### src/rtl/assert_macros.svh
// Assertion helpers shared by the RTL files.
`ifndef ASSERT_MACROS_SVH
`define ASSERT_MACROS_SVH

// Check an implication or expression on every rising clock edge outside reset.
`define RPG_ASSERT(lbl, clk, rst_n, prop, msg) \
  lbl: assert property (@(posedge clk) disable iff (!rst_n) prop) else $error(msg);

// Check that a condition never holds outside reset.
`define RPG_ASSERT_NEVER(lbl, clk, rst_n, cond, msg) \
  lbl: assert property (@(posedge clk) disable iff (!rst_n) !(cond)) else $error(msg);

`endif

### src/rtl/rpg_pkg.sv
`default_nettype none

package rpg_pkg;

  localparam int unsigned CountW      = 7;
  localparam int unsigned SeedW       = 31;
  localparam int unsigned PosW        = 6;
  localparam int unsigned ValW        = 6;
  localparam int unsigned MaxCountDef = 64;

  // Lehmer generator: x <= A * x mod M, M = 2^31 - 1
  localparam int unsigned LehmerA  = 16807;
  localparam int unsigned LehmerAW = 15;
  localparam logic [SeedW-1:0] LehmerM = 31'h7fff_ffff;

  typedef enum logic [3:0] {
    ST_IDLE,
    ST_FILL,
    ST_GEN_MUL,
    ST_GEN_FOLD,
    ST_J_MUL,
    ST_J_FOLD,
    ST_SW_RD,
    ST_SW_W1,
    ST_SW_W2,
    ST_EMIT_RD,
    ST_EMIT_OUT
  } state_e;

  typedef struct packed {
    logic load;
    logic fill_we;
    logic i_clr;
    logic i_inc;
    logic gen_mul;
    logic gen_fold;
    logic j_mul;
    logic j_fold;
    logic sw_w1;
    logic sw_w2;
  } cmd_t;

  typedef struct packed {
    logic in_zero;
    logic last_idx;
    logic n_one;
    logic shuf_done;
  } status_t;

endpackage

`default_nettype wire

### src/rtl/random_permutation_generator_unit.sv
`default_nettype none

// Random permutation generator. Each input word carries a count n (saturated to
// MaxCount; zero gives no output but still applies a reseed) and, when tuser is
// set, a new seed for the minimal-standard Lehmer generator; the seed persists
// between requests. The unit fills its store with 0..n-1, runs a Fisher-Yates
// shuffle and streams n words (position, value) with tlast on the final one.
// Input is taken only while idle. A request runs the fill, the shuffle and the
// output in sequence, and output stalls lengthen it: the fill and the swaps share the
// single write port of the store, each shuffle step runs the generator
// multiply and fold, the index multiply and fold, one read and two writes in
// sequence, and each output word needs a registered store read.
module random_permutation_generator_unit #(
  parameter int unsigned MaxCount = rpg_pkg::MaxCountDef
) (
  input  wire logic        clk_i,
  input  wire logic        rst_ni,
  input  wire logic        s_axis_tvalid_i,
  output logic             s_axis_tready_o,
  input  wire logic [39:0] s_axis_tdata_i,   // count[6:0], new_seed[37:7], zero fill
  input  wire logic        s_axis_tuser_i,   // reseed
  output logic             m_axis_tvalid_o,
  input  wire logic        m_axis_tready_i,
  output logic      [15:0] m_axis_tdata_o,   // position[5:0], value[11:6], zero fill
  output logic             m_axis_tlast_o    // last
);

  rpg_pkg::cmd_t    cmd;
  rpg_pkg::status_t status;

  logic [rpg_pkg::PosW-1:0] position;
  logic [rpg_pkg::ValW-1:0] value;

  rpg_ctrl u_ctrl (
    .clk_i       (clk_i),
    .rst_ni      (rst_ni),
    .in_valid_i  (s_axis_tvalid_i),
    .in_ready_o  (s_axis_tready_o),
    .out_valid_o (m_axis_tvalid_o),
    .out_ready_i (m_axis_tready_i),
    .status_i    (status),
    .cmd_o       (cmd)
  );

  rpg_datapath #(
    .MaxCount (MaxCount)
  ) u_datapath (
    .clk_i      (clk_i),
    .rst_ni     (rst_ni),
    .count_i    (s_axis_tdata_i[6:0]),
    .reseed_i   (s_axis_tuser_i),
    .new_seed_i (s_axis_tdata_i[37:7]),
    .cmd_i      (cmd),
    .status_o   (status),
    .position_o (position),
    .value_o    (value),
    .last_o     (m_axis_tlast_o)
  );

  assign m_axis_tdata_o = {4'b0000, value, position};

endmodule

`default_nettype wire

### src/rtl/rpg_ram.sv
`default_nettype none

module rpg_ram #(
  parameter int unsigned Width = 6,
  parameter int unsigned Depth = 64
) (
  input  wire logic                     clk_i,
  input  wire logic                     we_i,
  input  wire logic [$clog2(Depth)-1:0] waddr_i,
  input  wire logic [Width-1:0]         wdata_i,
  input  wire logic [$clog2(Depth)-1:0] raddr_a_i,
  input  wire logic [$clog2(Depth)-1:0] raddr_b_i,
  output logic      [Width-1:0]         rdata_a_o,
  output logic      [Width-1:0]         rdata_b_o
);

  logic [Width-1:0] mem_q [Depth];

  always_ff @(posedge clk_i) begin
    if (we_i) begin
      mem_q[waddr_i] <= wdata_i;
    end
    rdata_a_o <= mem_q[raddr_a_i];
    rdata_b_o <= mem_q[raddr_b_i];
  end

endmodule

`default_nettype wire

### src/rtl/rpg_datapath.sv
`default_nettype none
`include "assert_macros.svh"

module rpg_datapath #(
  parameter int unsigned MaxCount = rpg_pkg::MaxCountDef
) (
  input  wire logic                          clk_i,
  input  wire logic                          rst_ni,
  input  wire logic [rpg_pkg::CountW-1:0]    count_i,
  input  wire logic                          reseed_i,
  input  wire logic [rpg_pkg::SeedW-1:0]     new_seed_i,
  input  wire rpg_pkg::cmd_t                 cmd_i,
  output rpg_pkg::status_t                   status_o,
  output logic      [rpg_pkg::PosW-1:0]      position_o,
  output logic      [rpg_pkg::ValW-1:0]      value_o,
  output logic                               last_o
);

  localparam int unsigned IdxW   = $clog2(MaxCount);
  localparam int unsigned CntW   = rpg_pkg::CountW;
  localparam int unsigned SeedW  = rpg_pkg::SeedW;
  localparam int unsigned ProdW  = SeedW + rpg_pkg::LehmerAW;
  localparam int unsigned JProdW = SeedW + CntW;

  logic [CntW-1:0]   n_q, n_d;
  logic [IdxW-1:0]   i_q, i_d;
  logic [SeedW-1:0]  seed_q, seed_d;
  logic [ProdW-1:0]  prod_q, prod_d;
  logic [JProdW-1:0] jp_q, jp_d;
  logic [IdxW-1:0]   k_q, k_d;
  logic [IdxW-1:0]   hold_q, hold_d;

  logic [CntW-1:0]   i_ext;
  logic [CntW-1:0]   span;
  logic [SeedW-1:0]  seed_load;
  logic [SeedW-1:0]  seed_next;
  logic [SeedW:0]    seed_sum;
  logic [CntW-1:0]   q0;
  logic [CntW-1:0]   quot;
  logic [SeedW:0]    jrem;

  logic              we;
  logic [IdxW-1:0]   waddr;
  logic [IdxW-1:0]   wdata;
  logic [IdxW-1:0]   rdata_a;
  logic [IdxW-1:0]   rdata_b;

  assign i_ext = CntW'(i_q);
  assign span  = n_q - i_ext;

  // Map the two degenerate seeds to one.
  assign seed_load = (new_seed_i == '0 || new_seed_i == rpg_pkg::LehmerM) ?
                     SeedW'(1) : new_seed_i;

  // Mersenne fold of the product: p mod (2^31-1) = lo + hi, one correction.
  always_comb begin
    seed_sum  = (SeedW+1)'(prod_q[SeedW-1:0]) + (SeedW+1)'(prod_q[ProdW-1:SeedW]);
    seed_next = (seed_sum >= (SeedW+1)'(rpg_pkg::LehmerM)) ?
                SeedW'(seed_sum - (SeedW+1)'(rpg_pkg::LehmerM)) : SeedW'(seed_sum);
  end

  // floor(t / M): t = q0*M + (q0 + lo), remainder below 2M.
  always_comb begin
    q0   = jp_q[JProdW-1:SeedW];
    jrem = (SeedW+1)'(jp_q[SeedW-1:0]) + (SeedW+1)'(q0);
    quot = q0 + ((jrem >= (SeedW+1)'(rpg_pkg::LehmerM)) ? CntW'(1) : CntW'(0));
  end

  always_comb begin
    n_d    = n_q;
    i_d    = i_q;
    seed_d = seed_q;
    prod_d = prod_q;
    jp_d   = jp_q;
    k_d    = k_q;
    hold_d = hold_q;
    if (cmd_i.load) begin
      n_d = (count_i > CntW'(MaxCount)) ? CntW'(MaxCount) : count_i;
      i_d = '0;
      if (reseed_i) begin
        seed_d = seed_load;
      end
    end else if (cmd_i.i_clr) begin
      i_d = '0;
    end else if (cmd_i.i_inc) begin
      i_d = i_q + IdxW'(1);
    end
    if (cmd_i.gen_mul) begin
      prod_d = ProdW'(seed_q) * ProdW'(rpg_pkg::LehmerA);
    end
    if (cmd_i.gen_fold) begin
      seed_d = seed_next;
    end
    if (cmd_i.j_mul) begin
      jp_d = JProdW'(seed_q) * JProdW'(span);
    end
    if (cmd_i.j_fold) begin
      k_d = IdxW'(i_ext + quot);
    end
    if (cmd_i.sw_w1) begin
      hold_d = rdata_a;
    end
  end

  always_ff @(posedge clk_i or negedge rst_ni) begin
    if (!rst_ni) begin
      n_q    <= '0;
      i_q    <= '0;
      seed_q <= SeedW'(1);
      k_q    <= '0;
    end else begin
      n_q    <= n_d;
      i_q    <= i_d;
      seed_q <= seed_d;
      k_q    <= k_d;
    end
  end

  always_ff @(posedge clk_i) begin
    prod_q <= prod_d;
    jp_q   <= jp_d;
    hold_q <= hold_d;
  end

  // Swap: first write entry i with entry k, then entry k with the held entry i.
  assign we    = cmd_i.fill_we | cmd_i.sw_w1 | cmd_i.sw_w2;
  assign waddr = cmd_i.sw_w2 ? k_q : i_q;
  assign wdata = cmd_i.fill_we ? i_q : (cmd_i.sw_w1 ? rdata_b : hold_q);

  rpg_ram #(
    .Width (IdxW),
    .Depth (MaxCount)
  ) u_store (
    .clk_i     (clk_i),
    .we_i      (we),
    .waddr_i   (waddr),
    .wdata_i   (wdata),
    .raddr_a_i (i_q),
    .raddr_b_i (k_q),
    .rdata_a_o (rdata_a),
    .rdata_b_o (rdata_b)
  );

  assign status_o.in_zero   = (count_i == '0);
  assign status_o.last_idx  = (i_ext == n_q - CntW'(1));
  assign status_o.n_one     = (n_q == CntW'(1));
  assign status_o.shuf_done = (i_ext + CntW'(2) == n_q);

  assign position_o = rpg_pkg::PosW'(i_q);
  assign value_o    = rpg_pkg::ValW'(rdata_a);
  assign last_o     = status_o.last_idx;

  `RPG_ASSERT_NEVER(a_seed_legal, clk_i, rst_ni,
                    seed_q == '0 || seed_q == rpg_pkg::LehmerM, "seed left the generator range")
  `RPG_ASSERT(a_waddr_in_range, clk_i, rst_ni, we |-> (CntW'(waddr) < n_q),
              "store write beyond current count")

endmodule

`default_nettype wire

### src/rtl/rpg_ctrl.sv
`default_nettype none
`include "assert_macros.svh"

module rpg_ctrl (
  input  wire logic             clk_i,
  input  wire logic             rst_ni,
  input  wire logic             in_valid_i,
  output logic                  in_ready_o,
  output logic                  out_valid_o,
  input  wire logic             out_ready_i,
  input  wire rpg_pkg::status_t status_i,
  output rpg_pkg::cmd_t         cmd_o
);

  rpg_pkg::state_e state_q, state_d;

  always_comb begin
    state_d = state_q;
    unique case (state_q)
      rpg_pkg::ST_IDLE: begin
        if (in_valid_i && !status_i.in_zero) begin
          state_d = rpg_pkg::ST_FILL;
        end
      end
      rpg_pkg::ST_FILL: begin
        if (status_i.last_idx) begin
          state_d = status_i.n_one ? rpg_pkg::ST_EMIT_RD : rpg_pkg::ST_GEN_MUL;
        end
      end
      rpg_pkg::ST_GEN_MUL:  state_d = rpg_pkg::ST_GEN_FOLD;
      rpg_pkg::ST_GEN_FOLD: state_d = rpg_pkg::ST_J_MUL;
      rpg_pkg::ST_J_MUL:    state_d = rpg_pkg::ST_J_FOLD;
      rpg_pkg::ST_J_FOLD:   state_d = rpg_pkg::ST_SW_RD;
      rpg_pkg::ST_SW_RD:    state_d = rpg_pkg::ST_SW_W1;
      rpg_pkg::ST_SW_W1:    state_d = rpg_pkg::ST_SW_W2;
      rpg_pkg::ST_SW_W2: begin
        state_d = status_i.shuf_done ? rpg_pkg::ST_EMIT_RD : rpg_pkg::ST_GEN_MUL;
      end
      rpg_pkg::ST_EMIT_RD:  state_d = rpg_pkg::ST_EMIT_OUT;
      rpg_pkg::ST_EMIT_OUT: begin
        if (out_ready_i) begin
          state_d = status_i.last_idx ? rpg_pkg::ST_IDLE : rpg_pkg::ST_EMIT_RD;
        end
      end
      default: state_d = rpg_pkg::ST_IDLE;
    endcase
  end

  always_comb begin
    cmd_o       = '0;
    in_ready_o  = 1'b0;
    out_valid_o = 1'b0;
    unique case (state_q)
      rpg_pkg::ST_IDLE: begin
        in_ready_o = 1'b1;
        cmd_o.load = in_valid_i;
      end
      rpg_pkg::ST_FILL: begin
        cmd_o.fill_we = 1'b1;
        cmd_o.i_clr   = status_i.last_idx;
        cmd_o.i_inc   = !status_i.last_idx;
      end
      rpg_pkg::ST_GEN_MUL:  cmd_o.gen_mul  = 1'b1;
      rpg_pkg::ST_GEN_FOLD: cmd_o.gen_fold = 1'b1;
      rpg_pkg::ST_J_MUL:    cmd_o.j_mul    = 1'b1;
      rpg_pkg::ST_J_FOLD:   cmd_o.j_fold   = 1'b1;
      rpg_pkg::ST_SW_RD: begin
      end
      rpg_pkg::ST_SW_W1:    cmd_o.sw_w1    = 1'b1;
      rpg_pkg::ST_SW_W2: begin
        cmd_o.sw_w2 = 1'b1;
        cmd_o.i_clr = status_i.shuf_done;
        cmd_o.i_inc = !status_i.shuf_done;
      end
      rpg_pkg::ST_EMIT_RD: begin
      end
      rpg_pkg::ST_EMIT_OUT: begin
        out_valid_o = 1'b1;
        cmd_o.i_inc = out_ready_i && !status_i.last_idx;
      end
      default: begin
      end
    endcase
  end

  always_ff @(posedge clk_i or negedge rst_ni) begin
    if (!rst_ni) begin
      state_q <= rpg_pkg::ST_IDLE;
    end else begin
      state_q <= state_d;
    end
  end

  `RPG_ASSERT(a_start_fill, clk_i, rst_ni,
              (in_valid_i && in_ready_o && !status_i.in_zero) |=> (state_q == rpg_pkg::ST_FILL),
              "request with nonzero count did not start the fill")
  `RPG_ASSERT(a_next_word, clk_i, rst_ni,
              (out_valid_o && out_ready_i && !status_i.last_idx) |=>
              (state_q == rpg_pkg::ST_EMIT_RD), "output run ended early")

endmodule

`default_nettype wire
### config.mk
export PLATFORM = sky130hd
export DESIGN_NAME = random_permutation_generator_unit
export DESIGN_NICKNAME = d
export VERILOG_FILES = /design/src/rtl/rpg_pkg.sv /design/src/rtl/random_permutation_generator_unit.sv /design/src/rtl/rpg_ram.sv /design/src/rtl/rpg_datapath.sv /design/src/rtl/rpg_ctrl.sv
export VERILOG_INCLUDE_DIRS = /design/src /design/src/rtl
export SDC_FILE = /design/constraint.sdc
export NUM_CORES = 2
export LEC_CHECK = 0
export ABC_AREA = 1
export BUFFER_PORTS_ARGS = -buffer_cell sky130_fd_sc_hd__buf_2
export CAP_MARGIN = 20
export CORE_MARGIN = 2
export CORE_UTILIZATION = 25
export CTS_BUF_LIST = sky130_fd_sc_hd__clkbuf_4
export DETAILED_ROUTE_END_ITERATION = 8
export PLACE_DENSITY_LB_ADDON = 0.25
export SYNTH_ARGS = -nofsm -noshare
export SYNTH_HDL_FRONTEND = slang
export SYNTH_SLANG_ARGS = --single-unit
### constraint.sdc
create_clock -name clk_i -period 19.76 [get_ports clk_i]
set_input_delay 3.952 -clock clk_i [delete_from_list [all_inputs] [get_ports clk_i]]
set_output_delay 3.952 -clock clk_i [all_outputs]
set_load 0.05 [all_outputs]
## Word-level counts from Yosys, hierarchy flattened

Memory sizes are Yosys's and may differ from the RTL's. A register that Yosys moved wholly into a read port is not among the register bits.
Cells that the tools add are included.

- Add/subtract/negate cells: 9
- $mul: 2
- Order comparisons: 3
- Equal/unequal tests: 17
- Muxes and demuxes: 34
- Bitwise operators: 2
- Reduce and logical (&&, ||, !) cells: 14

Operators by type and width:

| cell | count |
|---|---|
| $mux 31 | 5 |
| $ge 32x31->1 const B | 2 |
| $mul 31x15->46 const B | 1 |
| $pmux 4 s11 | 1 |
| $mul 31x7->38 | 1 |
| $mux 6 | 6 |
| $add 31x15->32 | 1 |
| $add 31x7->32 | 1 |
| $eq 31x31->1 const B | 1 |
| $logic_not 31->1 | 1 |
| $sub 31x31->31 const B | 1 |
| $mux 4 | 6 |
| $eq 4x3->1 const B | 4 |
| $mux 1 | 13 |
| $add 6x6->6 | 2 |
| $eq 4x4->1 const B | 3 |
| $eq 4x2->1 const B | 2 |
| $add 6x2->7 const B | 1 |
| $eq 6x7->1 | 1 |
| $eq 7x1->1 const B | 1 |
| $eq 7x7->1 | 1 |
| $gt 7x7->1 const B | 1 |
| $logic_not 7->1 | 1 |
| $mux 7 | 1 |
| 17 further kinds | 23 |

- Bits in registers: 144
- Bits in writable memories: 384
- Bits of input ports: 45
- Output and inout bits: 19
- Word-level logic and storage cells: 90
- Memories kept: 1

Memory list:

| name | depth | bits a word | rd ports | clocked after memory_dff | wr ports | line | RTL |
|---|---|---|---|---|---|---|---|
| u_datapath.u_store.mem_q | 64 | 6 | 2 | 2 | 1 | rpg_ram.sv:17 | `logic [Width-1:0] mem_q [Depth];` |

## Longest topological paths before layout

- Depth after elaboration: 8
- Mapped depth: 34
- Depth with buffers taken out: 32

## Hierarchy

From an unflattened synthesis, not the netlist that was laid out.

- Cells, all modules: 5,387
- Area total of the unflattened synthesis: 43,844.6 um2

Modules (own cells, without submodules):

| module | times used | cells an instance | area each (um2) |
|---|---|---|---|
| rpg_datapath | 1 | 3,025 | 23,495.0 |
| rpg_ram | 1 | 2,278 | 19,914.1 |
| rpg_ctrl | 1 | 79 | 401.6 |
| random_permutation_generator_unit | 1 | 5 | 33.8 |

## Worst setup path before layout

OpenSTA, ideal clock, no wires.

- Path kind: flip-flop to flip-flop
- From: register u_datapath.i_q[1], in the netlist u_datapath.position_o[1]
- To: register u_datapath.jp_q[26], data pin
- Setup time: 0.252 ns
- Data arrival time: 6.925 ns
- Data required time: 19.508 ns
- Slack: 12.582 ns
- Cell stages (with the launch flop): 32
- Buffers on the path: 3
- Clock period less this slack: 7.178 ns
- Path through: dfrtp_1 -> buf_2 -> clkinv_1 -> clkbuf_1 -> fa_1 -> a21oi_1 -> o21ai_0 -> nand2_1 -> nand2_1 -> a21oi_1 -> nand2_1 -> nand2_1 -> clkbuf_1 -> nor2_1 -> fa_1 -> fa_1 -> fa_1 -> inv_1 -> fa_1 -> inv_1 -> ha_1 -> nand2_1 -> inv_1 -> a21oi_1 -> o21ai_1 -> a21boi_0 -> o21ai_1 -> a21boi_0 -> o21ai_1 -> nand2_1 -> a21o_1 -> nand2_1

- Word-level cells in the longest chain between the ends: 2

Ends and longest elaborated chain:

| element | line | RTL |
|---|---|---|
| from (decl) | rpg_datapath.sv:26 | `logic [IdxW-1:0] i_q, i_d;` |
| from (signal assigned) | rpg_datapath.sv:113 | `i_q <= i_d;` |
| $sub 7x6->7 | rpg_datapath.sv:49 | `assign span = n_q - i_ext;` |
| $mul 31x7->38 | rpg_datapath.sv:95 | `jp_d = JProdW'(seed_q) * JProdW'(span);` |
| to (signal assigned) | rpg_datapath.sv:121 | `jp_q <= jp_d;` |
| to (decl) | rpg_datapath.sv:29 | `logic [JProdW-1:0] jp_q, jp_d;` |

Every way passes these cells.
A chain may end at the register's enable or synchronous reset.

## Final worst setup path

Same ends and word-level chain as after synthesis.

==> key figures <==
Outcome
  • Outcome: completed

STA
  • Max-slew headroom at the worst pin: 30.1%
  • Tightest Pin Transition: 1.04 ns
  • Skew final: 0.100 ns
  • Crit share post-route: 41.7%
  • Setup_tns: 0 ns
  • Slew Viols, Final: 0
  • Final setup viols: 0
  • Unrepaired setup endpoints after global routing: false
  • Count of final hold-check violations: 0
  • Fmax achieved: 0.121 GHz
  • Final min period: 8.24 ns

Clocking
  • Post_cts resized: 0
  • TritonCTS clock tree: yes
  • Setup repair bufs after CTS: 0
  • CTS hold repair buffers: 0
  • Clock Tree Buf Depth: 3
  • Total CTS buffers: 155
  • CTS H-tree depth: 4
  • Root buffer cell: clkbuf_4
  • Clock-pin transition on the worst setup and hold timing paths: 0.06 ns
  • Clock Sinks: 540
  • Clk_lat worst skew: 1.10 ns

Yosys
  • Synth Instances: 4897
  • Number of synthesized flops with an enable pin: 474
  • Seq cells post-synth: 540
  • Syn avg cell area: 8.68 um2
  • Area share of the largest cell type after synthesis: 33.5%
  • Top_reg_cell synth: edfxtp_1
  • Cell Area, Synth: 42500 um2
  • Post-synth top area cell: edfxtp_1
  • Post-synthesis sequential area ratio: 37.2%
  • Post-synth ARST share: 10.0%
  • Synth area leaders: edfxtp_1 (33%), fa_1 (13%), ha_1 (8.2%), nor2_1 (6.8%), o21ai_0 (6.4%)
  • Post-synthesis cell type count: 65
  • Ys Warns: 0

Routing
  • Iteration-0 DRC Markers: 3056
  • Drt first pass iters: 6
  • Final routed DRC violation total: 0
  • Routed wire per std cell: 19.7 um
  • Via-to-Cell Ratio: 4.89
  • ANT nets after route: 0
  • Detailed Route WL: 144000 um
  • Total number of vias: 35800

Critical path
  • Slowest library cell on the worst path: dfrtp_4
  • Crit. End Element: flop
  • Critical Path Most Common Cell: nand2_1
  • Type of origin of the critical path: flop
  • CP arrival: 9.03 ns
  • Worst Setup Path Type: reg -> reg
  • CP max stage delay: 0.64 ns
  • Critical Path Fanout Max: 48
  • WP data required: 20.55 ns

Finish
  • FF/Latch Area: 15800 um2
  • NumNets Final: 5582
  • Filler cells: 18000
  • Layout cells sized above 1: 8.86%
  • Multi-input gate area: 23700 um2
  • P&R area growth vs syn: 11.8%

Global route
  • Vias in the first global route: 35500
  • Antenna violations before repair: 3
  • Largest net degree at the start of global routing: 143
  • Global-route wire length before repair: 218000 um
  • GRT Overall Usage: 16.5%
  • GR Overflow Total: 0

Flow run
  • Max_cap viols: 0

Place
  • Port Buffers: 57
  • Post-detail-place hpwl: 101000 um
  • Routability cong.: 0.873

Die
  • Core ar.: 169000 um2
  • Num rows: 151
  • Starting Density: 25.2%
  • Die Ht: 416 um
  • IO Pins: 64
  • DIE WIDTH: 416 um
  • Die ar.: 173000 um2

Worst hold path
  • HP Class: reg -> reg
## Yosys cell counts (53+ instances only)
master,instances
a21oi_1,157
clkbuf_1,181
dfrtp_1,53
edfxtp_1,474
fa_1,282
ha_1,280
inv_1,634
nand2_1,664
nand3_1,175
nand4_1,73
nor2_1,774
o21ai_0,548
o22ai_1,147
xor2_1,73
## path summary, 6_finish.rpt
| path | depth (start not counted) | endpoint | slack (ns) | startpoint |
|---|---|---|---|---|
| max in group asynchronous | 1 | u_datapath.k_q[1] | 15.99 | rst_ni |
| max | 33 | u_datapath.jp_q[26] | 11.52 | u_datapath.position_o[1] |
| min | 0 | u_datapath.hold_q[3] | 0.44 | u_datapath.u_store.rdata_a_o[3] |
| min in group asynchronous | 1 | u_datapath.seed_q[17] | 3.03 | rst_ni |
| max reg2reg | 33 | u_datapath.jp_q[26] | 11.52 | u_datapath.position_o[1] |
| min reg2reg | 0 | u_datapath.hold_q[3] | 0.44 | u_datapath.u_store.rdata_a_o[3] |
## per-stage QoR
stage / utilization [%] / area (um2) / hold slack (ns) / setup WS [ns] / cells
after global routing: 28.1 / 47500 / 0.451 / 11.00 / 7312
after global placement: 26.9 / 45500 / 0.413 / 11.43 / 7034
final: 28.1 / 47500 / 0.438 / 11.52 / 7312
after detailed placement: 26.9 / 45500 / 0.421 / 11.64 / 7035
after floorplan: - / 42500 / 0.536 / 12.58 / 4900
after CTS: 28.1 / 47500 / 0.438 / 11.56 / 7305
## per-layer routing
metal | vias to the layer above | track usage, % | wire length, um
li1 | 16800 | - | -
met1 | 17600 | 22.2 | 64500
met2 | 1124 | 27.2 | 68100
met3 | 220 | 2.37 | 7990
met4 | 0 | 5.11 | 3640
met5 | - | 0 | 0
## area by class of cell
class                   count  share of cell area [%]
diodes                      6                  0.0316
clock inverters            40                   0.574
flip-flops and latches    540                    33.3
well taps                2218                    5.84
clock buffers             230                    3.63
multi-input cells        3510                    49.8
repair buffers            118                    1.66
inverters                 650                    5.14
## critical path: cells and delay by family (launching register included)
family          cells  cell delay, ns
compound gates      9            1.82
fa+ha+maj           6            2.74
buf+inv             8            1.51
simple gates       10            1.21
flops               1            0.64
## cells in the final DEF (no fill, tap or decap), types with 17 or more instances in the layout
cell type	count
o22ai_1	147
buf_2	56
xor2_1	72
ha_1	280
dfrtp_1	48
o221ai_1	50
nand4_1	73
inv_1	633
nor2_1	770
o211ai_1	32
nand3_1	175
xnor2_1	37
buf_4	58
nand2_1	664
nor4_1	17
clkinv_1	29
a21oi_1	157
clkbuf_4	230
edfxtp_1	474
fa_1	282
o21ai_0	548
a31oi_1	23
nor3_1	28
## flip-flops by register name, indices dropped and copies added (netlist names)
name / flops
u_datapath.u_store.mem_q: 384
u_datapath.k_q: 6
u_datapath.u_store.rdata_b_o: 6
u_datapath.jp_q: 38
u_datapath.position_o: 6
u_datapath.hold_q: 6
u_datapath.n_q: 7
u_ctrl.state_q: 4
u_datapath.prod_q: 46
u_datapath.u_store.rdata_a_o: 6
u_datapath.seed_q: 31
## kinds of logic after synthesis
kind of cell / Yosys count / synth area share (%)
xor gates and xnor gates: 111 / 2.30
AOI/OAI and AO/OA: 1027 / 13.6
other: 1 / 0.00882
and+or+nand+nor: 1804 / 17.7
muxes: 2 / 0.0471
adders and majority gates: 562 / 21.5
DFF: 540 / 37.2
buffers and inverters: 850 / 7.58
Power is not shown: default switching activity piles up to over one toggle a cycle in this logic, so the estimate is an artifact.
